<file path="src/hdl/bfmpr_pkg.sv">
// ----------------------------------------------------------------------------
// bfmpr_pkg
// Types, constants and codes shared by the burst fire period regulator.
// ----------------------------------------------------------------------------
package bfmpr_pkg;

  localparam int unsigned TIMER_BITS = 16;
  localparam int unsigned CMP_W      = TIMER_BITS + 1;

  localparam int unsigned KIND_W     = 2;
  localparam int unsigned PERIOD_W   = 12;
  localparam int unsigned TOL_W      = 8;
  localparam int unsigned DEB_W      = 4;
  localparam int unsigned DUTY_W     = 7;
  localparam int unsigned ROUNDS_W   = 4;
  localparam int unsigned TICK_W     = 8;
  localparam int unsigned BLINK_W    = 17;
  localparam int unsigned CFG_IDX_W  = 3;
  localparam int unsigned CFG_DATA_W = 12;

  localparam logic [TIMER_BITS-1:0] TIMER_MAX = '1;
  localparam logic [DUTY_W-1:0]     DUTY_MAX  = 7'd100;
  localparam logic [BLINK_W-1:0]    BLINK_WRAP = 17'd100000;
  localparam logic [BLINK_W-1:0]    BLINK_HALF = 17'd50000;

  localparam logic [PERIOD_W-1:0] TARGET_RST  = 12'd250;
  localparam logic [TOL_W-1:0]    TOL_RST     = 8'd10;
  localparam logic [DEB_W-1:0]    DEB_RST     = 4'd3;
  localparam logic [DUTY_W-1:0]   FLOOR_RST   = 7'd40;
  localparam logic [DUTY_W-1:0]   CEIL_RST    = 7'd60;
  localparam logic [DUTY_W-1:0]   DUTY_INIT_RST = 7'd50;
  localparam logic [ROUNDS_W-1:0] BURST_RST   = 4'd3;
  localparam logic [TICK_W-1:0]   TICK_RST    = 8'd1;

  typedef enum logic [KIND_W-1:0] {
    KIND_TICK   = 2'd0,
    KIND_OPEN   = 2'd1,
    KIND_CEASE  = 2'd2,
    KIND_SAFETY = 2'd3
  } kind_e;

  typedef enum logic [CFG_IDX_W-1:0] {
    REG_TARGET_PERIOD = 3'd0,
    REG_TOLERANCE     = 3'd1,
    REG_DEBOUNCE      = 3'd2,
    REG_DUTY_FLOOR    = 3'd3,
    REG_DUTY_CEILING  = 3'd4,
    REG_DUTY_INITIAL  = 3'd5,
    REG_BURST_ROUNDS  = 3'd6,
    REG_TICK_MS       = 3'd7
  } cfg_reg_e;

  typedef struct packed {
    logic [PERIOD_W-1:0] target;
    logic [TOL_W-1:0]    tol;
    logic [DEB_W-1:0]    deb_limit;
    logic [DUTY_W-1:0]   floor;
    logic [DUTY_W-1:0]   ceiling;
    logic [ROUNDS_W-1:0] burst;
    logic [TICK_W-1:0]   tick;
  } cfg_t;

  // per-transaction commands from the top level to each lane
  typedef struct packed {
    logic              run;
    logic              blink;
    logic              load;
    logic              start;
    logic              kill;
    logic              duty_wr;
    logic [DUTY_W-1:0] duty_val;
  } lane_ctrl_t;

  typedef struct packed {
    logic              rounds_nz_q;
    logic              rounds_nz_d;
    logic              jam;
    logic [DUTY_W-1:0] duty;
  } lane_stat_t;

  typedef struct packed {
    logic [DUTY_W-1:0] left_duty;
    logic [DUTY_W-1:0] right_duty;
    logic              feeder_on;
    logic              aim_lights_on;
    logic              is_firing;
    logic              jammed;
    logic              jam_event;
    logic              arms_request;
  } result_t;

endpackage

</file>
<file path="src/hdl/bfmpr_if.sv">
// ----------------------------------------------------------------------------
// bfmpr interfaces
// Command input, result output and register write channels.
// ----------------------------------------------------------------------------
interface bfmpr_in_if;
  logic                         valid;
  logic                         ready;
  logic [bfmpr_pkg::KIND_W-1:0]  kind;
  logic                         left_spring_level;
  logic                         right_spring_level;
  logic                         arms_extended;
  logic [bfmpr_pkg::BLINK_W-1:0] blink_time_us;

  modport source (output valid, kind, left_spring_level, right_spring_level,
                  arms_extended, blink_time_us, input ready);
  modport sink   (input valid, kind, left_spring_level, right_spring_level,
                  arms_extended, blink_time_us, output ready);
endinterface

interface bfmpr_out_if;
  logic                        valid;
  logic                        ready;
  logic [bfmpr_pkg::DUTY_W-1:0] left_duty;
  logic [bfmpr_pkg::DUTY_W-1:0] right_duty;
  logic                        feeder_on;
  logic                        aim_lights_on;
  logic                        is_firing;
  logic                        jammed;
  logic                        jam_event;
  logic                        arms_request;

  modport source (output valid, left_duty, right_duty, feeder_on, aim_lights_on,
                  is_firing, jammed, jam_event, arms_request, input ready);
  modport sink   (input valid, left_duty, right_duty, feeder_on, aim_lights_on,
                  is_firing, jammed, jam_event, arms_request, output ready);
endinterface

interface bfmpr_cfg_if;
  logic                            valid;
  logic                            ready;
  logic [bfmpr_pkg::CFG_IDX_W-1:0]  index;
  logic [bfmpr_pkg::CFG_DATA_W-1:0] data;

  modport source (output valid, index, data, input ready);
  modport sink   (input valid, index, data, output ready);
endinterface

</file>
<file path="src/hdl/bfmpr_lane.sv">
// ----------------------------------------------------------------------------
// bfmpr_lane
// One motor channel: round timer, spring debounce, round count and duty step.
// ----------------------------------------------------------------------------
module bfmpr_lane (
  input  logic                  clk_i,
  input  logic                  rst_ni,
  input  bfmpr_pkg::cfg_t       cfg_i,
  input  bfmpr_pkg::lane_ctrl_t ctrl_i,
  input  logic                  level_i,
  output bfmpr_pkg::lane_stat_t stat_o
);
  import bfmpr_pkg::*;

  logic                  first_q, first_d;
  logic                  released_q, released_d;
  logic                  running_q, running_d;
  logic [TIMER_BITS-1:0] timer_q, timer_d;
  logic [ROUNDS_W-1:0]   rounds_q, rounds_d;
  logic [DEB_W-1:0]      cnt_q, cnt_d;
  logic [DUTY_W-1:0]     duty_q, duty_d;

  logic [TIMER_BITS:0]   tsum;
  logic [TIMER_BITS-1:0] tsat;
  logic [CMP_W-1:0]      tsat_w, tgt_w, lim2_w, tol_w, late_w, early_w;
  logic [DEB_W:0]        cnt_inc;
  logic                  cnt_over, active, jam;

  always_comb begin
    tsum    = {1'b0, timer_q} + (TIMER_BITS+1)'(cfg_i.tick);
    tsat    = tsum[TIMER_BITS] ? TIMER_MAX : tsum[TIMER_BITS-1:0];
    tsat_w  = {1'b0, tsat};
    tgt_w   = CMP_W'(cfg_i.target);
    lim2_w  = CMP_W'({cfg_i.target, 1'b0});
    tol_w   = CMP_W'(cfg_i.tol);
    late_w  = tsat_w - tgt_w;
    early_w = tgt_w - tsat_w;
    cnt_inc = {1'b0, cnt_q} + (DEB_W+1)'(1);
    cnt_over = cnt_inc > {1'b0, cfg_i.deb_limit};
    active  = ctrl_i.run && (rounds_q != '0);

    first_d    = first_q;
    released_d = released_q;
    running_d  = running_q;
    timer_d    = timer_q;
    rounds_d   = rounds_q;
    cnt_d      = cnt_q;
    duty_d     = duty_q;
    jam        = 1'b0;

    if (active) begin
      timer_d = tsat;
      if (released_q != level_i) begin
        // level agrees with the accepted state: restart and watch for a jam
        cnt_d = '0;
        jam   = tsat_w > lim2_w;
      end else if (!cnt_over) begin
        cnt_d = cnt_inc[DEB_W-1:0];
      end else begin
        cnt_d      = '0;
        released_d = !released_q;
        if (!released_q) begin
          // debounced release: one round gone
          if (first_q) begin
            first_d = 1'b0;
          end else if (tsat_w > tgt_w) begin
            if (late_w > tol_w && duty_q < cfg_i.ceiling && duty_q < DUTY_MAX) begin
              duty_d = duty_q + DUTY_W'(1);
            end
          end else begin
            if (early_w > tol_w && duty_q > cfg_i.floor) begin
              duty_d = duty_q - DUTY_W'(1);
            end
          end
          timer_d  = '0;
          rounds_d = rounds_q - ROUNDS_W'(1);
          if (rounds_q == ROUNDS_W'(1)) begin
            running_d = 1'b0;
          end
        end
      end
    end
    if (ctrl_i.kill) begin
      running_d  = 1'b0;
      released_d = 1'b1;
      rounds_d   = '0;
    end
    if (ctrl_i.blink && rounds_q != '0) begin
      rounds_d = rounds_q - ROUNDS_W'(1);
    end
    if (ctrl_i.load) begin
      rounds_d = cfg_i.burst;
    end
    if (ctrl_i.start) begin
      running_d = 1'b1;
      timer_d   = '0;
      first_d   = 1'b1;
    end
    if (ctrl_i.duty_wr) begin
      duty_d = ctrl_i.duty_val;
    end
  end

  always_ff @(posedge clk_i or negedge rst_ni) begin
    if (!rst_ni) begin
      first_q    <= 1'b0;
      released_q <= 1'b1;
      running_q  <= 1'b0;
      timer_q    <= '0;
      rounds_q   <= '0;
      cnt_q      <= '0;
      duty_q     <= DUTY_INIT_RST;
    end else begin
      first_q    <= first_d;
      released_q <= released_d;
      running_q  <= running_d;
      timer_q    <= timer_d;
      rounds_q   <= rounds_d;
      cnt_q      <= cnt_d;
      duty_q     <= duty_d;
    end
  end

  assign stat_o.rounds_nz_q = rounds_q != '0;
  assign stat_o.rounds_nz_d = rounds_d != '0;
  assign stat_o.jam         = jam;
  assign stat_o.duty        = running_d ? duty_d : '0;

endmodule

</file>
<file path="src/hdl/bfmpr_merge.sv">
// ----------------------------------------------------------------------------
// bfmpr_merge
// Combines the lane findings into the shared burst state and the result word.
// ----------------------------------------------------------------------------
module bfmpr_merge (
  input  logic                  clk_i,
  input  logic                  rst_ni,
  input  logic                  fire_i,
  input  logic [bfmpr_pkg::KIND_W-1:0]  kind_i,
  input  logic                  arms_i,
  input  logic [bfmpr_pkg::BLINK_W-1:0] blink_i,
  input  bfmpr_pkg::lane_stat_t stat_l_i,
  input  bfmpr_pkg::lane_stat_t stat_r_i,
  output bfmpr_pkg::lane_ctrl_t ctrl_o,
  output bfmpr_pkg::result_t    result_o,
  output logic                  firing_o,
  output logic                  feeder_o,
  output logic                  jammed_o
);
  import bfmpr_pkg::*;

  logic  safety_q, safety_d;
  logic  firing_q, firing_d;
  logic  jam_q, jam_d;
  logic  feeder_q, feeder_d;
  kind_e kind;
  logic  any_q, any_d, phase0, half, run, jam_any, blinking;

  always_comb begin
    kind    = kind_e'(kind_i);
    phase0  = (blink_i == '0) || (blink_i == BLINK_WRAP);
    half    = (blink_i >= BLINK_HALF) && (blink_i < BLINK_WRAP);
    any_q   = stat_l_i.rounds_nz_q || stat_r_i.rounds_nz_q;
    jam_any = stat_l_i.jam || stat_r_i.jam;
    run     = fire_i && kind == KIND_TICK && any_q && !safety_q;

    ctrl_o          = '0;
    ctrl_o.run      = run;
    ctrl_o.kill     = run && (jam_q || jam_any);
    ctrl_o.blink    = fire_i && kind == KIND_TICK && any_q && safety_q && phase0;
    ctrl_o.load     = fire_i && kind == KIND_OPEN && arms_i && (safety_q || !jam_q);
    ctrl_o.start    = fire_i && kind == KIND_OPEN && arms_i && !safety_q && !jam_q
                      && !firing_q;
    any_d = stat_l_i.rounds_nz_d || stat_r_i.rounds_nz_d;

    safety_d = safety_q;
    firing_d = firing_q;
    jam_d    = jam_q;
    feeder_d = feeder_q;
    if (run && jam_any) begin
      jam_d = 1'b1;
    end
    if (run && !any_d) begin
      firing_d = 1'b0;
      feeder_d = 1'b0;
    end
    if (ctrl_o.start) begin
      firing_d = 1'b1;
      feeder_d = 1'b1;
    end
    if (fire_i && kind == KIND_CEASE && !firing_q) begin
      jam_d = 1'b0;
    end
    if (fire_i && kind == KIND_SAFETY) begin
      safety_d = !safety_q;
    end

    blinking = safety_d && any_d;

    result_o.left_duty     = stat_l_i.duty;
    result_o.right_duty    = stat_r_i.duty;
    result_o.feeder_on     = feeder_d;
    result_o.aim_lights_on = blinking ? half : (!safety_d && arms_i);
    result_o.is_firing     = firing_d;
    result_o.jammed        = jam_d;
    result_o.jam_event     = run && jam_any;
    result_o.arms_request  = fire_i && kind == KIND_OPEN && !arms_i;
  end

  always_ff @(posedge clk_i or negedge rst_ni) begin
    if (!rst_ni) begin
      safety_q <= 1'b1;
      firing_q <= 1'b0;
      jam_q    <= 1'b0;
      feeder_q <= 1'b0;
    end else begin
      safety_q <= safety_d;
      firing_q <= firing_d;
      jam_q    <= jam_d;
      feeder_q <= feeder_d;
    end
  end

  assign firing_o = firing_q;
  assign feeder_o = feeder_q;
  assign jammed_o = jam_q;

endmodule

</file>
<file path="src/hdl/burst_fire_motor_period_regulator_top.sv">
// ----------------------------------------------------------------------------
// burst_fire_motor_period_regulator_top
// Two-motor burst fire regulator with register port and buffered results.
// ----------------------------------------------------------------------------
// Every command transaction (tick, open fire, cease fire, toggle safety) is
// handled in the clock cycle it is accepted and yields exactly one result
// transaction, so one command can be taken every cycle. The left and right
// channels run as two identical lanes side by side; a merge stage folds their
// jam and round findings into the shared burst, safety and jam state. Results
// go into a two-entry output buffer, so input keeps flowing while one result
// waits to be taken; input ready drops only when both entries are full.
// Register writes are taken on any cycle and must only be issued while idle.
module burst_fire_motor_period_regulator_top (
  input  logic        clk_i,
  input  logic        rst_ni,
  bfmpr_in_if.sink    in_i,
  bfmpr_out_if.source out_o,
  bfmpr_cfg_if.sink   cfg_i
);
  import bfmpr_pkg::*;

  cfg_t       cfg_q, cfg_d;
  lane_ctrl_t ctrl, ctrl_m;
  lane_stat_t stat_l, stat_r;
  result_t    result;
  result_t    buf_q [2];
  logic       wr_q, rd_q;
  logic [1:0] cnt_q;
  logic       fire, pop, cfg_fire, firing, feeder, jammed;
  cfg_reg_e   cfg_idx;

  assign fire     = in_i.valid && in_i.ready;
  assign pop      = out_o.valid && out_o.ready;
  assign cfg_fire = cfg_i.valid && cfg_i.ready;
  assign cfg_idx  = cfg_reg_e'(cfg_i.index);

  // register file
  always_comb begin
    cfg_d = cfg_q;
    if (cfg_fire) begin
      unique case (cfg_idx)
        REG_TARGET_PERIOD: cfg_d.target    = cfg_i.data[PERIOD_W-1:0];
        REG_TOLERANCE:     cfg_d.tol       = cfg_i.data[TOL_W-1:0];
        REG_DEBOUNCE:      cfg_d.deb_limit = cfg_i.data[DEB_W-1:0];
        REG_DUTY_FLOOR:    cfg_d.floor     = cfg_i.data[DUTY_W-1:0];
        REG_DUTY_CEILING:  cfg_d.ceiling   = cfg_i.data[DUTY_W-1:0];
        REG_BURST_ROUNDS:  cfg_d.burst     = cfg_i.data[ROUNDS_W-1:0];
        REG_TICK_MS:       cfg_d.tick      = cfg_i.data[TICK_W-1:0];
        default: ;
      endcase
    end
  end

  always_ff @(posedge clk_i or negedge rst_ni) begin
    if (!rst_ni) begin
      cfg_q.target    <= TARGET_RST;
      cfg_q.tol       <= TOL_RST;
      cfg_q.deb_limit <= DEB_RST;
      cfg_q.floor     <= FLOOR_RST;
      cfg_q.ceiling   <= CEIL_RST;
      cfg_q.burst     <= BURST_RST;
      cfg_q.tick      <= TICK_RST;
    end else begin
      cfg_q <= cfg_d;
    end
  end

  assign cfg_i.ready = 1'b1;

  // duty preset write loads both motor duties directly
  always_comb begin
    ctrl          = ctrl_m;
    ctrl.duty_wr  = cfg_fire && cfg_idx == REG_DUTY_INITIAL;
    ctrl.duty_val = (cfg_i.data[DUTY_W-1:0] > DUTY_MAX) ? DUTY_MAX
                                                         : cfg_i.data[DUTY_W-1:0];
  end

  bfmpr_lane u_lane_l (
    .clk_i   (clk_i),
    .rst_ni  (rst_ni),
    .cfg_i   (cfg_q),
    .ctrl_i  (ctrl),
    .level_i (in_i.left_spring_level),
    .stat_o  (stat_l)
  );

  bfmpr_lane u_lane_r (
    .clk_i   (clk_i),
    .rst_ni  (rst_ni),
    .cfg_i   (cfg_q),
    .ctrl_i  (ctrl),
    .level_i (in_i.right_spring_level),
    .stat_o  (stat_r)
  );

  bfmpr_merge u_merge (
    .clk_i    (clk_i),
    .rst_ni   (rst_ni),
    .fire_i   (fire),
    .kind_i   (in_i.kind),
    .arms_i   (in_i.arms_extended),
    .blink_i  (in_i.blink_time_us),
    .stat_l_i (stat_l),
    .stat_r_i (stat_r),
    .ctrl_o   (ctrl_m),
    .result_o (result),
    .firing_o (firing),
    .feeder_o (feeder),
    .jammed_o (jammed)
  );

  // two-entry result buffer
  always_ff @(posedge clk_i) begin
    if (fire) begin
      buf_q[wr_q] <= result;
    end
  end

  always_ff @(posedge clk_i or negedge rst_ni) begin
    if (!rst_ni) begin
      wr_q  <= 1'b0;
      rd_q  <= 1'b0;
      cnt_q <= 2'd0;
    end else begin
      if (fire) begin
        wr_q <= !wr_q;
      end
      if (pop) begin
        rd_q <= !rd_q;
      end
      cnt_q <= cnt_q + {1'b0, fire} - {1'b0, pop};
    end
  end

  assign in_i.ready          = cnt_q != 2'd2;
  assign out_o.valid         = cnt_q != 2'd0;
  assign out_o.left_duty     = buf_q[rd_q].left_duty;
  assign out_o.right_duty    = buf_q[rd_q].right_duty;
  assign out_o.feeder_on     = buf_q[rd_q].feeder_on;
  assign out_o.aim_lights_on = buf_q[rd_q].aim_lights_on;
  assign out_o.is_firing     = buf_q[rd_q].is_firing;
  assign out_o.jammed        = buf_q[rd_q].jammed;
  assign out_o.jam_event     = buf_q[rd_q].jam_event;
  assign out_o.arms_request  = buf_q[rd_q].arms_request;

  a_jam_stops_burst: assert property (@(posedge clk_i) disable iff (!rst_ni)
    jammed |-> !firing)
    else $error("burst still live with jam latched");

  a_feeder_follows_burst: assert property (@(posedge clk_i) disable iff (!rst_ni)
    feeder == firing)
    else $error("feeder state differs from burst state");

  a_buffer_count: assert property (@(posedge clk_i) disable iff (!rst_ni)
    cnt_q != 2'd3)
    else $error("result buffer count out of range");

  a_jam_latches: assert property (@(posedge clk_i) disable iff (!rst_ni)
    (fire && result.jam_event) |=> jammed)
    else $error("jam detected but latch not set");

endmodule

</file>
<file path="src/flat_wrapper.sv">
// flat-port wrapper written by rule: the top's interface ports become plain ports
module burst_fire_motor_period_regulator_top_flat import bfmpr_pkg::*;
  (clk_i, rst_ni, in_i_valid, in_i_kind, in_i_left_spring_level, in_i_right_spring_level, in_i_arms_extended, in_i_blink_time_us, in_i_ready, out_o_valid, out_o_left_duty, out_o_right_duty, out_o_feeder_on, out_o_aim_lights_on, out_o_is_firing, out_o_jammed, out_o_jam_event, out_o_arms_request, out_o_ready, cfg_i_valid, cfg_i_index, cfg_i_data, cfg_i_ready);
  bfmpr_in_if in_i_i ();
  bfmpr_out_if out_o_i ();
  bfmpr_cfg_if cfg_i_i ();
  input  logic clk_i;
  input  logic rst_ni;
  input wire logic [$bits(in_i_i.valid)-1:0] in_i_valid;
  input wire logic [$bits(in_i_i.kind)-1:0] in_i_kind;
  input wire logic [$bits(in_i_i.left_spring_level)-1:0] in_i_left_spring_level;
  input wire logic [$bits(in_i_i.right_spring_level)-1:0] in_i_right_spring_level;
  input wire logic [$bits(in_i_i.arms_extended)-1:0] in_i_arms_extended;
  input wire logic [$bits(in_i_i.blink_time_us)-1:0] in_i_blink_time_us;
  output wire logic [$bits(in_i_i.ready)-1:0] in_i_ready;
  output wire logic [$bits(out_o_i.valid)-1:0] out_o_valid;
  output wire logic [$bits(out_o_i.left_duty)-1:0] out_o_left_duty;
  output wire logic [$bits(out_o_i.right_duty)-1:0] out_o_right_duty;
  output wire logic [$bits(out_o_i.feeder_on)-1:0] out_o_feeder_on;
  output wire logic [$bits(out_o_i.aim_lights_on)-1:0] out_o_aim_lights_on;
  output wire logic [$bits(out_o_i.is_firing)-1:0] out_o_is_firing;
  output wire logic [$bits(out_o_i.jammed)-1:0] out_o_jammed;
  output wire logic [$bits(out_o_i.jam_event)-1:0] out_o_jam_event;
  output wire logic [$bits(out_o_i.arms_request)-1:0] out_o_arms_request;
  input wire logic [$bits(out_o_i.ready)-1:0] out_o_ready;
  input wire logic [$bits(cfg_i_i.valid)-1:0] cfg_i_valid;
  input wire logic [$bits(cfg_i_i.index)-1:0] cfg_i_index;
  input wire logic [$bits(cfg_i_i.data)-1:0] cfg_i_data;
  output wire logic [$bits(cfg_i_i.ready)-1:0] cfg_i_ready;
  assign in_i_i.valid = in_i_valid;
  assign in_i_i.kind = in_i_kind;
  assign in_i_i.left_spring_level = in_i_left_spring_level;
  assign in_i_i.right_spring_level = in_i_right_spring_level;
  assign in_i_i.arms_extended = in_i_arms_extended;
  assign in_i_i.blink_time_us = in_i_blink_time_us;
  assign in_i_ready = in_i_i.ready;
  assign out_o_valid = out_o_i.valid;
  assign out_o_left_duty = out_o_i.left_duty;
  assign out_o_right_duty = out_o_i.right_duty;
  assign out_o_feeder_on = out_o_i.feeder_on;
  assign out_o_aim_lights_on = out_o_i.aim_lights_on;
  assign out_o_is_firing = out_o_i.is_firing;
  assign out_o_jammed = out_o_i.jammed;
  assign out_o_jam_event = out_o_i.jam_event;
  assign out_o_arms_request = out_o_i.arms_request;
  assign out_o_i.ready = out_o_ready;
  assign cfg_i_i.valid = cfg_i_valid;
  assign cfg_i_i.index = cfg_i_index;
  assign cfg_i_i.data = cfg_i_data;
  assign cfg_i_ready = cfg_i_i.ready;
  burst_fire_motor_period_regulator_top u_core (.clk_i(clk_i), .rst_ni(rst_ni), .in_i(in_i_i), .out_o(out_o_i), .cfg_i(cfg_i_i));
endmodule
</file>
<file path="config.mk">
export PLATFORM = sky130hd
export DESIGN_NAME = burst_fire_motor_period_regulator_top_flat
export DESIGN_NICKNAME = d
export VERILOG_FILES = /design/src/hdl/bfmpr_pkg.sv /design/src/hdl/bfmpr_if.sv /design/src/hdl/bfmpr_lane.sv /design/src/hdl/bfmpr_merge.sv /design/src/hdl/burst_fire_motor_period_regulator_top.sv /design/src/flat_wrapper.sv
export SDC_FILE = /design/constraint.sdc
export NUM_CORES = 1
export LEC_CHECK = 0
export ABC_AREA = 1
export BUFFER_PORTS_ARGS = -buffer_cell sky130_fd_sc_hd__buf_2
export CAP_MARGIN = 30
export CORE_ASPECT_RATIO = 1.2
export CORE_MARGIN = 1.5
export CORE_UTILIZATION = 30
export CTS_CLUSTER_DIAMETER = 60
export CTS_CLUSTER_SIZE = 30
export DETAILED_ROUTE_END_ITERATION = 8
export GPL_TIMING_DRIVEN = 1
export HOLD_SLACK_MARGIN = 0.1
export RECOVER_POWER = 50
export SYNTH_ARGS = -nofsm -noshare
export SYNTH_HDL_FRONTEND = slang
export SYNTH_SLANG_ARGS = --single-unit
</file>
<file path="constraint.sdc">
create_clock -name clk_i -period 5.09 [get_ports clk_i]
set_clock_uncertainty 0.2 [all_clocks]
set_input_delay 0.509 -clock clk_i [delete_from_list [all_inputs] [get_ports clk_i]]
set_output_delay 0.509 -clock clk_i [all_outputs]
set_load 0.005 [all_outputs]
</file>
==> results.cfg <==
[run_status]
status = complete, but fails checks
violations = max-capacitance violations, max-slew violations

[grt]
overflow = 0
track_usage_pct = 18.2
antenna_found_initial = 2
grt_pass1_vias = 13928
grt_max_degree = 93
grt_pass1_wl_um = 71700

[timing]
worst_pin_slew_ns = 2.42
fin_crit_sh_pct = 99.0
finalSetupViolCount = 0
max_freq_mhz = 199
slew_viol_final = 93
relSlewSlack_pct = -61.2
hold_violations = 0
whs_ns = 0.126
min_period_ns = 5.04
setup_ws_ns = 0.0523
rsz0062_at_grt = yes

[synthesis]
synthTopCellsByArea = dfrtp_1 (17%), nand2_1 (15%), ha_1 (14%)
synth_top_area_cell = dfrtp_1
synth_edf_count = 40
synth_cell_type_count = 55
synth_top_area_share_pct = 16.8
yosysWarningCount = 0
synth.most_common_cell = nand2_1
seq_area_frac_synth_pct = 30.1
synth_area_um2 = 14600
synth_ff_type = dfrtp_1
syn-num-nets = 2297
synthCells = 2085
synth_common_cells = nand2_1 (597), inv_1 (296), ha_1 (164), nand3_1 (161), nor2_1 (161)
synth-seq-cells = 166
avgSynthCellArea_um2 = 6.99
async_reset_ff_share_pct = 75.9

[routing]
wl_per_cell_um = 15.7
met1_length_um = 19400
drt_iter0_drc = 851
vias = 14310
dr.pass1.iters = 5
route.met2.wl_um = 23300
top_layer = met5
drtAntennaViolNets = 0
viasPerCell = 4.87
wl_met3_um = 1800
drc = 0
totalWireLength_um = 46100

[worst_setup_path]
crit_fanout = 8
crit_family = adder cells
r2r_start = u_core.u_lane_r.timer_q[0]$_DFFE_PN0P_
endpoint_kind = flip-flop
ff2ff_setup_slack_ns = 0.05
cp_data_arrival_time_ns = 5.02
cp_num_buf_inv = 4
crit_top_cell = nand2_1
crit_type = reg2reg
r2r-end = u_core.buf_q[0][6]$_DFFE_PP_
crit_required_ns = 5.07
r2r_cells = 31
cp_slowest_cell = dfrtp_1
slowest_delay_ns = 0.43
cp-start-kind = flip-flop

[flow_run]
drv_cap = 1

[layout]
n_fill_cell = 5071
drive_above_1_share_pct = 22.1
syn2layout_area_growth_pct = 23.5
post-route-util_pct = 37.5
stdcell_count = 2938
antenna_cells = 0
fin_nets = 2507

[die]
start_util_pct = 30.4
rows = 88
die_x_um = 204
ios = 65
fp.dieH_um = 244
die_area_um2 = 49900
fp.coreArea_um2 = 48000

[hold_path]
hold_end = u_core.cfg_q[47]$_DFFE_PN0P_
min-delay-start = cfg_i_data[9]
holdCritPathClass = in2reg
hold_depth = 3

[place]
dp.cells = 2888
place_hpwl_um = 36600
port_buffers = 63
gp_congestion = 0.951
pre_cts_slack_ns = -0.221

[clocking]
insertion_delay_ns = 0.45
cts_tree = yes
cts.sinks = 166
h-tree-depth = 4
clk_path_buf_depth = 2
clk_transition_reported_paths_ns = 0.08
numCtsBuffers = 17
clock-root-buffer = clkbuf_16
[cell type report]
cell class | instances | area, um^2 | area share, %
well taps | 630 | 788 | 4.38
multi-input cells | 1556 | 9440 | 52.5
repair buffers | 224 | 1530 | 8.52
clock inverters | 14 | 154 | 0.855
flip-flops and latches | 166 | 4390 | 24.4
clock buffers | 18 | 439 | 2.44
inverters | 330 | 1250 | 6.95
[flip-flops by register name, summed over array words and instances, names as in the netlist, 2 cells and up]
name,cells
u_core.buf_q,40
u_core.cfg_q,50
u_core.cnt_q,2
u_core.u_lane_l.cnt_q,4
u_core.u_lane_l.duty_q,7
u_core.u_lane_l.rounds_q,4
u_core.u_lane_l.timer_q,16
u_core.u_lane_r.cnt_q,4
u_core.u_lane_r.duty_q,7
u_core.u_lane_r.rounds_q,4
u_core.u_lane_r.timer_q,16
[tightest hold or removal path, delay by kind of cell]
kind / cells / cell delay [ns]
AO/OA/AOI/OAI: 1 / 0.10
buffers and inverters: 1 / 0.08
AND/OR/NAND/NOR: 1 / 0.03
[logic make-up after synthesis]
group | share of synthesized area [%]
DFF | 30.1
and+or+nand+nor | 31.4
xor gates and xnor gates | 3.01
adders and majority gates | 14.9
other | 0.0257
buffers and inverters | 9.60
AOI/OAI and AO/OA | 11.0
[through the flow]
step                TNS, ns  cell area, um^2
finish                    0            18000
global route          -2.85            18000
CTS                 -0.0102            17400
detailed placement    -4.54            16600
global placement      -2.50            16600
floorplan                 0            14600
[worst max-delay path by stage]
stage                                                      start                             to  slack (ns)  depth (start not counted)
after floorplan           u_core.u_lane_r.timer_q[0]$_DFFE_PN0P_   u_core.buf_q[0][8]$_DFFE_PP_        0.10                         30
after global placement               u_core.cfg_q[0]$_DFFE_PN1P_  u_core.buf_q[1][18]$_DFFE_PP_       -0.14                         30
after detailed placement  u_core.u_lane_r.timer_q[0]$_DFFE_PN0P_   u_core.buf_q[0][6]$_DFFE_PP_       -0.22                         29
after CTS                            u_core.cfg_q[0]$_DFFE_PN1P_  u_core.buf_q[1][18]$_DFFE_PP_      -0.005                         32
after global routing                 u_core.cfg_q[0]$_DFFE_PN1P_  u_core.buf_q[1][15]$_DFFE_PP_       -0.16                         37
final                     u_core.u_lane_r.timer_q[0]$_DFFE_PN0P_   u_core.buf_q[0][6]$_DFFE_PP_        0.05                         31
[timing repair]
action | in CTS | in global routing
endpoints found under the setup margin | 35 | 48
hold buffers | 1 | 0
pin swaps | 12 | 41
endpoints found under the hold margin | 72 | 0
resized for setup | 43 | 117
buffers inserted | 2 | 15
[layer usage]
layer / GRT usage, % / vias up
li1: - / 7196
met5: 0 / -
met2: 32.4 / 316
met1: 21.9 / 6699
met3: 2.00 / 95
met4: 8.02 / 4
[cell usage in the layout, fill, tap and decap left out, types with 40 or more instances in the layout]
cell	Yosys	layout
nand3_1	161	144
ha_1	164	140
a21oi_1	115	90
buf_2	11	61
inv_1	296	292
dfrtp_1	98	98
nand2_1	597	582
nor2_1	161	141
edfxtp_1	40	40
o21ai_0	82	77
buf_4	2	156
Power is left out: the tool's default activity adds up to more than one toggle a clock period on the data nets, which glitch-free logic cannot reach.
